<file path="src/sv/kcpm_pkg.sv">
// Package for the keyfile CRC pool mixer: item types, codes, CRC step.
package kcpm_pkg;

    localparam int LEN_W = 21;
    localparam int CFG_W = 21;
    localparam int CFG_IDX_W = 2;
    localparam logic [31:0] CRC_POLY = 32'hEDB8_8320;
    localparam logic [LEN_W-1:0] MAX_LEN_RESET = 21'h10_0000;
    localparam logic [LEN_W-1:0] MIN_LEN_RESET = 21'd1;
    localparam logic [7:0] POOL_SIZE_RESET = 8'd64;

    localparam logic [CFG_IDX_W-1:0] CFG_POOL_SIZE = 2'd0;
    localparam logic [CFG_IDX_W-1:0] CFG_MAX_LEN = 2'd1;
    localparam logic [CFG_IDX_W-1:0] CFG_MIN_LEN = 2'd2;

    typedef enum logic [2:0] {
        OP_CLEAR    = 3'd0,
        OP_PASSWORD = 3'd1,
        OP_KEYFILE  = 3'd2,
        OP_END      = 3'd3,
        OP_READ     = 3'd4
    } opcode_t;

    typedef enum logic [1:0] {
        ST_READ     = 2'd0,
        ST_ACCEPTED = 2'd1,
        ST_SHORT    = 2'd2
    } status_t;

    typedef struct packed {
        logic [2:0] opcode;
        logic [7:0] data_byte;
        logic [6:0] pool_index;
    } req_t;

    typedef struct packed {
        logic [7:0] read_data;
        logic [1:0] status;
    } rsp_t;

    // Reflected CRC-32, one byte, bit at a time.
    function automatic logic [31:0] crc_byte(logic [31:0] crc, logic [7:0] b);
        logic [31:0] c;
        c = crc ^ {24'd0, b};
        for (int k = 0; k < 8; k++)
        begin
            c = c[0] ? ((c >> 1) ^ CRC_POLY) : (c >> 1);
        end
        return c;
    endfunction

endpackage

</file>
<file path="src/sv/keyfile_crc_pool_mixer_unit.sv">
// Keyfile CRC pool mixer: CRC-32 of keyfile bytes added into a banked byte pool.
//
//  channel | direction | handshake              | payload
//  --------+-----------+------------------------+--------------------------------
//  req     | in        | req_valid / req_ready  | opcode, data_byte, pool_index
//  rsp     | out       | rsp_valid / rsp_ready  | read_data, status
//  cfg     | in        | cfg_we                 | cfg_index, cfg_data
//
//  One item per cycle while req_ready is high. A keyfile byte whose four pool
//  positions wrap inside a pool size of five or more that is not a multiple
//  of four takes two passes through the four byte banks (one write port each).
//  Results pass the bank read, then the update stage, before they leave; a
//  three-entry output queue absorbs rsp stalls.
//  Reset clears the pool at once through per-entry valid bits; no sweep.
//  req_ready drops only for the second pass or when the output queue, counting
//  a result now in the update stage, is full.
module keyfile_crc_pool_mixer_unit
    import kcpm_pkg::*;
#(
    parameter int POOL_DEPTH = 128
) (
    input  logic                 clk,
    input  logic                 rst_n,
    input  logic                 req_valid,
    output logic                 req_ready,
    input  req_t                 req,
    output logic                 rsp_valid,
    input  logic                 rsp_ready,
    output rsp_t                 rsp,
    input  logic                 cfg_we,
    input  logic [CFG_IDX_W-1:0] cfg_index,
    input  logic [CFG_W-1:0]     cfg_data
);

    localparam int AW = $clog2(POOL_DEPTH);
    localparam int PW = AW + 1;
    localparam int RW = AW - 2;
    localparam int ROWS = (POOL_DEPTH + 3) / 4;

    typedef logic [RW-1:0] row_t;
    typedef logic [PW-1:0] pos_t;

    // One pass over the four banks.
    typedef struct packed {
        logic [3:0]       en;
        row_t [3:0]       row;
        logic [3:0][7:0]  addend;
        logic             replace;
        logic             clear;
        logic             has_res;
        logic             is_read;
        logic [1:0]       read_bank;
        logic             in_range;
        logic [1:0]       status;
    } mop_t;

    function automatic pos_t pos_step(pos_t p, pos_t s);
        pos_t n;
        n = p + PW'(1);
        return (n >= s) ? '0 : n;
    endfunction

    // configuration
    pos_t             size_reg;
    logic [LEN_W-1:0] max_len_reg;
    logic [LEN_W-1:0] min_len_reg;
    pos_t             size_cfg;

    // keyfile state
    logic [31:0]      crc_reg;
    logic [AW-1:0]    pos_reg;
    logic [LEN_W-1:0] count_reg;
    logic             capped_reg;

    // pipeline
    logic             pend_reg;
    mop_t             hold_reg;
    logic             s1_valid_reg;
    mop_t             s1_reg;
    logic [3:0]       fw_en_reg;
    row_t [3:0]       fw_row_reg;
    logic [3:0][7:0]  fw_data_reg;
    logic [POOL_DEPTH-1:0] valid_reg;

    // output queue
    rsp_t             fifo_reg [3];
    logic [1:0]       head_reg;
    logic [1:0]       tail_reg;
    logic [1:0]       occ_reg;

    logic             accept;
    logic [31:0]      crc_next;
    logic [31:0]      mix;
    pos_t [3:0]       q;
    pos_t             pos_next;
    logic [3:0]       wrap;
    logic [3:0]       after;
    logic             split;
    logic             keyfile_go;
    logic             useful;
    logic [AW-1:0]    idx_l;
    logic             idx_ok;
    mop_t             s0_mu;
    mop_t             mu_b;
    logic [LEN_W-1:0] count_next;

    row_t [3:0]       raddr;
    logic [3:0][7:0]  rd;
    logic [3:0][7:0]  old;
    logic [3:0][7:0]  wdata;
    logic [3:0]       we;
    logic [3:0][AW-1:0] lg;

    logic             push;
    logic             pop;
    rsp_t             push_item;
    logic             s1_res;

    // ---------------- configuration ----------------
    always_comb
    begin
        if (cfg_data[7:0] == 8'd0 || int'(cfg_data[7:0]) > POOL_DEPTH)
            size_cfg = PW'(POOL_DEPTH);
        else
            size_cfg = PW'(cfg_data[7:0]);
    end

    always_ff @(posedge clk or negedge rst_n)
    begin
        if (!rst_n)
        begin
            size_reg    <= PW'(POOL_SIZE_RESET);
            max_len_reg <= MAX_LEN_RESET;
            min_len_reg <= MIN_LEN_RESET;
        end
        else if (cfg_we)
        begin
            case (cfg_index)
                CFG_POOL_SIZE: size_reg <= size_cfg;
                CFG_MAX_LEN:   max_len_reg <= cfg_data[LEN_W-1:0];
                CFG_MIN_LEN:   min_len_reg <= cfg_data[LEN_W-1:0];
                default:       ;
            endcase
        end
    end

    // ---------------- stage 0: decode, CRC, positions ----------------
    assign accept     = req_valid && req_ready;
    assign crc_next   = crc_byte(crc_reg, req.data_byte);
    assign mix        = ~crc_next;
    assign count_next = count_reg + LEN_W'(1);
    assign keyfile_go = (req.opcode == OP_KEYFILE) && !capped_reg;
    assign idx_l      = AW'(req.pool_index);
    assign idx_ok     = int'(req.pool_index) < POOL_DEPTH;

    always_comb
    begin
        q[0] = ({1'b0, pos_reg} >= size_reg) ? '0 : {1'b0, pos_reg};
        for (int k = 1; k < 4; k++)
        begin
            q[k] = pos_step(q[k-1], size_reg);
        end
        pos_next = pos_step(q[3], size_reg);
        wrap[0]  = 1'b0;
        after[0] = 1'b0;
        for (int k = 1; k < 4; k++)
        begin
            wrap[k]  = (q[k] == '0);
            after[k] = after[k-1] | wrap[k];
        end
    end

    // A wrap with a size that is not a multiple of four lands two positions
    // in one bank at different rows: needs a second pass.
    assign split = (size_reg >= PW'(4)) && (size_reg[1:0] != 2'b00) && (|wrap);

    always_comb
    begin
        s0_mu  = '0;
        mu_b   = '0;
        useful = 1'b1;
        case (req.opcode)
            OP_CLEAR:
            begin
                s0_mu.clear = 1'b1;
            end
            OP_PASSWORD:
            begin
                if (idx_ok)
                begin
                    s0_mu.en[idx_l[1:0]]     = 1'b1;
                    s0_mu.row[idx_l[1:0]]    = idx_l[AW-1:2];
                    s0_mu.addend[idx_l[1:0]] = req.data_byte;
                    s0_mu.replace            = 1'b1;
                end
            end
            OP_KEYFILE:
            begin
                useful = !capped_reg;
                for (int k = 0; k < 4; k++)
                begin
                    for (int b = 0; b < 4; b++)
                    begin
                        if (q[k][1:0] == 2'(b))
                        begin
                            if (split && after[k])
                            begin
                                mu_b.en[b]     = 1'b1;
                                mu_b.row[b]    = q[k][AW-1:2];
                                mu_b.addend[b] = mu_b.addend[b] + mix[31-8*k -: 8];
                            end
                            else
                            begin
                                s0_mu.en[b]     = 1'b1;
                                s0_mu.row[b]    = q[k][AW-1:2];
                                s0_mu.addend[b] = s0_mu.addend[b] + mix[31-8*k -: 8];
                            end
                        end
                    end
                end
            end
            OP_END:
            begin
                s0_mu.has_res = 1'b1;
                s0_mu.status  = (count_reg < min_len_reg) ? ST_SHORT : ST_ACCEPTED;
            end
            OP_READ:
            begin
                s0_mu.has_res   = 1'b1;
                s0_mu.is_read   = 1'b1;
                s0_mu.read_bank = idx_l[1:0];
                s0_mu.in_range  = idx_ok;
                s0_mu.status    = ST_READ;
                for (int b = 0; b < 4; b++)
                begin
                    s0_mu.row[b] = idx_l[AW-1:2];
                end
            end
            default:
            begin
                useful = 1'b0;
            end
        endcase
    end

    always_ff @(posedge clk or negedge rst_n)
    begin
        if (!rst_n)
        begin
            crc_reg    <= '1;
            pos_reg    <= '0;
            count_reg  <= '0;
            capped_reg <= 1'b0;
        end
        else if (accept)
        begin
            case (req.opcode)
                OP_CLEAR, OP_END:
                begin
                    crc_reg    <= '1;
                    pos_reg    <= '0;
                    count_reg  <= '0;
                    capped_reg <= 1'b0;
                end
                OP_KEYFILE:
                begin
                    if (!capped_reg)
                    begin
                        crc_reg    <= crc_next;
                        pos_reg    <= pos_next[AW-1:0];
                        count_reg  <= count_next;
                        capped_reg <= (count_next >= max_len_reg);
                    end
                end
                default: ;
            endcase
        end
    end

    // ---------------- stage 1: bank read data, add, write back ----------------
    always_ff @(posedge clk or negedge rst_n)
    begin
        if (!rst_n)
        begin
            pend_reg     <= 1'b0;
            s1_valid_reg <= 1'b0;
            fw_en_reg    <= '0;
            valid_reg    <= '0;
        end
        else
        begin
            pend_reg     <= accept && keyfile_go && split;
            s1_valid_reg <= pend_reg || (accept && useful);
            fw_en_reg    <= we;
            if (s1_valid_reg && s1_reg.clear)
            begin
                valid_reg <= '0;
            end
            else
            begin
                for (int b = 0; b < 4; b++)
                begin
                    if (we[b])
                        valid_reg[lg[b]] <= 1'b1;
                end
            end
        end
    end

    always_ff @(posedge clk)
    begin
        s1_reg      <= pend_reg ? hold_reg : s0_mu;
        hold_reg    <= mu_b;
        fw_row_reg  <= s1_reg.row;
        fw_data_reg <= wdata;
    end

    always_comb
    begin
        for (int b = 0; b < 4; b++)
        begin
            raddr[b] = pend_reg ? hold_reg.row[b] : s0_mu.row[b];
            lg[b]    = {s1_reg.row[b], 2'(b)};
            // write of the previous cycle is not yet visible at the read port
            if (!valid_reg[lg[b]])
                old[b] = 8'd0;
            else if (fw_en_reg[b] && fw_row_reg[b] == s1_reg.row[b])
                old[b] = fw_data_reg[b];
            else
                old[b] = rd[b];
            wdata[b] = s1_reg.replace ? s1_reg.addend[b] : old[b] + s1_reg.addend[b];
            we[b]    = s1_valid_reg && s1_reg.en[b];
        end
    end

    for (genvar g = 0; g < 4; g++)
    begin : g_bank
        kcpm_ram #(
            .WIDTH (8),
            .DEPTH (ROWS)
        ) u_bank (
            .clk   (clk),
            .we    (we[g]),
            .waddr (s1_reg.row[g]),
            .wdata (wdata[g]),
            .raddr (raddr[g]),
            .rdata (rd[g])
        );
    end

    // ---------------- output queue ----------------
    assign s1_res = s1_valid_reg && s1_reg.has_res;
    assign push   = s1_res;
    assign pop    = rsp_valid && rsp_ready;

    always_comb
    begin
        push_item.status    = s1_reg.status;
        push_item.read_data = (s1_reg.is_read && s1_reg.in_range) ?
                              old[s1_reg.read_bank] : 8'd0;
    end

    assign rsp_valid = (occ_reg != 2'd0);
    assign rsp       = fifo_reg[head_reg];
    // a result in stage 1 always lands in the queue next edge
    assign req_ready = !pend_reg && ((3'(occ_reg) + 3'(s1_res)) < 3'd3);

    always_ff @(posedge clk or negedge rst_n)
    begin
        if (!rst_n)
        begin
            head_reg <= '0;
            tail_reg <= '0;
            occ_reg  <= '0;
        end
        else
        begin
            if (push)
                tail_reg <= (tail_reg == 2'd2) ? 2'd0 : tail_reg + 2'd1;
            if (pop)
                head_reg <= (head_reg == 2'd2) ? 2'd0 : head_reg + 2'd1;
            occ_reg <= occ_reg + 2'(push) - 2'(pop);
        end
    end

    always_ff @(posedge clk)
    begin
        if (push)
            fifo_reg[tail_reg] <= push_item;
    end

    // ---------------- assertions ----------------
    a_queue_room: assert property (@(posedge clk) disable iff (!rst_n)
        s1_res |-> (occ_reg < 2'd3))
        else $error("result arrives at a full output queue");

    a_split_stall: assert property (@(posedge clk) disable iff (!rst_n)
        (accept && keyfile_go && split) |=> (pend_reg && !req_ready))
        else $error("second bank pass not taken after a wrapping keyfile byte");

    a_pend_once: assert property (@(posedge clk) disable iff (!rst_n)
        pend_reg |=> !pend_reg)
        else $error("second pass lasted more than one cycle");

    a_clear_pool: assert property (@(posedge clk) disable iff (!rst_n)
        (s1_valid_reg && s1_reg.clear) |=> (valid_reg == '0))
        else $error("pool not empty after clear");

endmodule

</file>
<file path="src/sv/kcpm_ram.sv">
// Generic single-write, single-read RAM with registered read data.
module kcpm_ram #(
    parameter int WIDTH = 8,
    parameter int DEPTH = 32
) (
    input  logic                     clk,
    input  logic                     we,
    input  logic [$clog2(DEPTH)-1:0] waddr,
    input  logic [WIDTH-1:0]         wdata,
    input  logic [$clog2(DEPTH)-1:0] raddr,
    output logic [WIDTH-1:0]         rdata
);

    logic [WIDTH-1:0] mem [DEPTH];
    logic [WIDTH-1:0] rdata_reg;

    always_ff @(posedge clk)
    begin
        if (we)
        begin
            mem[waddr] <= wdata;
        end
        rdata_reg <= mem[raddr];
    end

    assign rdata = rdata_reg;

endmodule
</file>
<file path="config.mk">
export PLATFORM = sky130hd
export DESIGN_NAME = keyfile_crc_pool_mixer_unit
export DESIGN_NICKNAME = d
export VERILOG_FILES = /design/src/sv/kcpm_pkg.sv /design/src/sv/keyfile_crc_pool_mixer_unit.sv /design/src/sv/kcpm_ram.sv
export SDC_FILE = /design/constraint.sdc
export NUM_CORES = 2
export LEC_CHECK = 0
export CAP_MARGIN = 5
export CORE_MARGIN = 3
export CORE_UTILIZATION = 35
export CTS_BUF_LIST = sky130_fd_sc_hd__clkbuf_16
export CTS_CLUSTER_DIAMETER = 30
export DETAILED_ROUTE_END_ITERATION = 12
export DONT_BUFFER_PORTS = 1
export PLACE_DENSITY_LB_ADDON = 0.12
export SLEW_MARGIN = 30
export SYNTH_ARGS = -nofsm -noshare
export SYNTH_HDL_FRONTEND = slang
export SYNTH_SLANG_ARGS = --single-unit
</file>
<file path="constraint.sdc">
create_clock -name clk -period 12.5 [get_ports clk]
set_input_delay 0.625 -clock clk [delete_from_list [all_inputs] [get_ports clk]]
set_output_delay 0.625 -clock clk [all_outputs]
set_load 0.05 [all_outputs]
</file>
==> key figures <==
Yosys
  • Mapped Area: a little over 70000 um^2
  • Async SR Flop Fraction: 0.1663
  • Top FF cell, synth: edfxtp_1
  • Syn avg cell area: between 10 and 15 um^2
  • Synth Warn #: 0
  • Post-synthesis sequential element count: about 1500
  • Cells after Synth: ~5500
  • Seq/Total Area, Yosys: 0.5839
  • Post-synth EDFFs: 1054
  • Cell variety after synth: 125

STA
  • Final slew viol count: 0
  • Skew final: ~0.11 ns
  • Fin Hold WS: between 0.04 and 0.05 ns
  • Final setup TNS: 0 ns
  • Period utilization: 0.9366
  • Final setup viols: 0
  • Final hold vios: 0
  • Max-slew headroom: 0.3066
  • Post-layout min period: about 12 ns
  • Worst slew pin tran: 1.033 ns
  • FMAX: 85.41 MHz
  • RSZ-0062 raised after global routing: false

Layout
  • Core Util, Final: 0.4420
  • Commonest non-fill, non-tap cell in the layout: edfxtp_1
  • Nets: roughly 6200
  • Final Instance Area: 89880 um^2
  • Layout area overhead: 24.77%
  • Layout cell share with drive strength beyond 1: 0.2086
  • Commonest non-fill, non-tap cells in the layout: edfxtp_1 (1054), mux2i_1 (412), clkbuf_16 (400), nand2_1 (370), nor2_1 (345)
  • Max reg flops: 1024

GRT
  • Largest net degree at the start of global routing: about 250
  • First-pass GRT wire length: approximately 320 mm
  • Tot GR Track Use: 0.2058
  • Remaining Overflow, GRT: 0
  • Vias in the first global route: between 40000 and 50000
  • Initial antenna violation count: 18

Setup path
  • Worst r2r src: pos_reg[5]
  • CP most frequent cell: ha_1
  • Required @ worst endpoint: 13.33 ns
  • CP startpoint kind: flip-flop
  • Crit-path max cell delay: ~0.6 ns
  • Crit path from: pos_reg[5]
  • WS Path Type: reg2reg
  • Slowest cell on crit path: o311ai_4
  • Worst Setup End Kind: flip-flop
  • CP arrival: around 13 ns
  • Crit-path max FO: 17

Drt
  • Residual DRC: 0
  • Vias: ~47000
  • Drt total wl: between 200 and 250 mm
  • TritonRoute pass-1 iters: 5
  • 1st-iter DRT viols: between 3000 and 4000
  • WL/cell: approximately 25 um
  • Vias per cell: 5.284
  • DRT antenna net count: 0

Outcome
  • Status: finished, final reports clean

Placement
  • Final GP Congestion: between 0.8 and 0.9
  • IO Port Bufs: 0
  • Cell Area, Placed: around 76000 um^2
  • Post-DP HPWL: 145.6 mm

Clock tree
  • Clock root cell: clkbuf_16
  • Clock buffer depth: 4
  • CTS tree: built
  • CTS buffer count: 389
  • H-tree lvl count: 5
  • Clock sinks: 1509
  • Clock transition at path regs: 0.04 ns
  • Insertion delay to the later sink of the worst-skew pair: slightly below 1 ns

Die
  • Die area: about 210000 um^2
  • Core Box Area: slightly above 200000 um^2
  • Boundary pin count: 58
  • Die width: between 400 and 500 um
  • Starting Density: 0.3542
  • Row count: between 150 and 200
  • Die Ht: ~460 um

Hold path
  • Hold Startpoint: req[12]
  • Hold WC Path Type: in2reg

Pwr
  • P_leak: ~35 nW
  • Pwr/cell area: 319.2 nW/um^2
  • VDD IR max: roughly 0.31 mV

Job
  • Maxcap violations: 0
[worst paths after layout]
kind / to / slack [ns] / cells past startpoint
worst min-delay path: s1_reg[14] / 0.04 / 2
worst min register to register: s1_reg[12] / 0.37 / 2
min in group asynchronous: valid_reg[127] / 0.25 / 2
max in group asynchronous: pend_reg / 11.24 / 3
worst max-delay path: g_bank[2].u_bank.rdata[6] / 0.79 / 48
worst max register to register: g_bank[2].u_bank.rdata[6] / 0.79 / 48
[metal layers]
| layer | wire length [um] | GRT usage | vias up | part of all wire |
|---|---|---|---|---|
| met5 | 28 | 0 | - | 0.00013 |
| met4 | 5939 | 0.06055 | 6 | 0.027 |
| met3 | 12290 | 0.03792 | 353 | 0.056 |
| met2 | 102500 | 0.3305 | 1358 | 0.47 |
| met1 | 99390 | 0.2836 | 23700 | 0.45 |
| li1 | - | - | 21470 | - |
[critical path: cells and delay by family, from the launching register on]
| kind | cells | cell delay [ns] |
|---|---|---|
| AO/OA/AOI/OAI | 13 | 3.41 |
| XOR/XNOR | 1 | 0.23 |
| adder cells (fa/ha/maj) | 9 | 2.57 |
| buffers and inverters | 4 | 0.42 |
| flip-flops | 1 | 0.49 |
| multiplexers | 2 | 0.58 |
| AND/OR/NAND/NOR | 19 | 3.88 |
[power by group]
| part | internal, mW | switching [mW] |
|---|---|---|
| clock | 6.82 | 2.97 |
| combinational | 4.51 | 7.80 |
| sequential | 6.38 | 0.209 |
[metrics by stage]
step                power (mW)  setup slack (ns)  instances
CTS                      28.74            0.3387       8830
global placement         18.58            0.5212       8083
finish                   28.69            0.7921       8872
detailed placement       18.78            0.4171       8085
floorplan                14.72             1.109       5516
global route             30.28           0.03333       8865
[synthesized netlist by cell type (145+ instances only)]
cell	number	area [um^2]
o21ai_0	184	920.9
mux2i_1	412	4124
nand2_1	371	1393
a21oi_1	244	1221
dfrtp_1	216	5405
ha_1	274	3428
nor2_1	403	1513
edfxtp_1	1054	31650
mux2_2	145	1633
dfxtp_1	204	4084
xnor2_1	180	1577
inv_1	165	619.3
[area by class of cell]
cell class	count	area (um^2)
Antenna cell	11	27.53
Tap cell	2672	3343
Fill cell	18460	113500
Timing Repair Buffer	224	2064
Clock inverter	306	3025
Multi-Input combinational cell	3579	28700
Inverter	172	668.1
Sequential cell	1509	42060
Clock buffer	399	9985
[timing repair]
| action | in CTS | in global routing |
|---|---|---|
| setup endpoints to repair | 0 | 36 |
| buffers inserted | 0 | 27 |
| resized for setup | 0 | 30 |
| hold buffers | 40 | 0 |
| endpoints found under the hold margin | 331 | 0 |
[cell families after synthesis]
| logic type | after synthesis | share of synthesized area |
|---|---|---|
| AOI/OAI and AO/OA | 1080 | 0.1016 |
| other | 1 | 0.00005206 |
| xor gates and xnor gates | 298 | 0.03674 |
| buffers and inverters | 429 | 0.02699 |
| DFF | 1509 | 0.5839 |
| muxes | 677 | 0.1163 |
| adders and majority gates | 298 | 0.05426 |
| and+or+nand+nor | 1213 | 0.08017 |
Power figures use the tool's default switching activity.
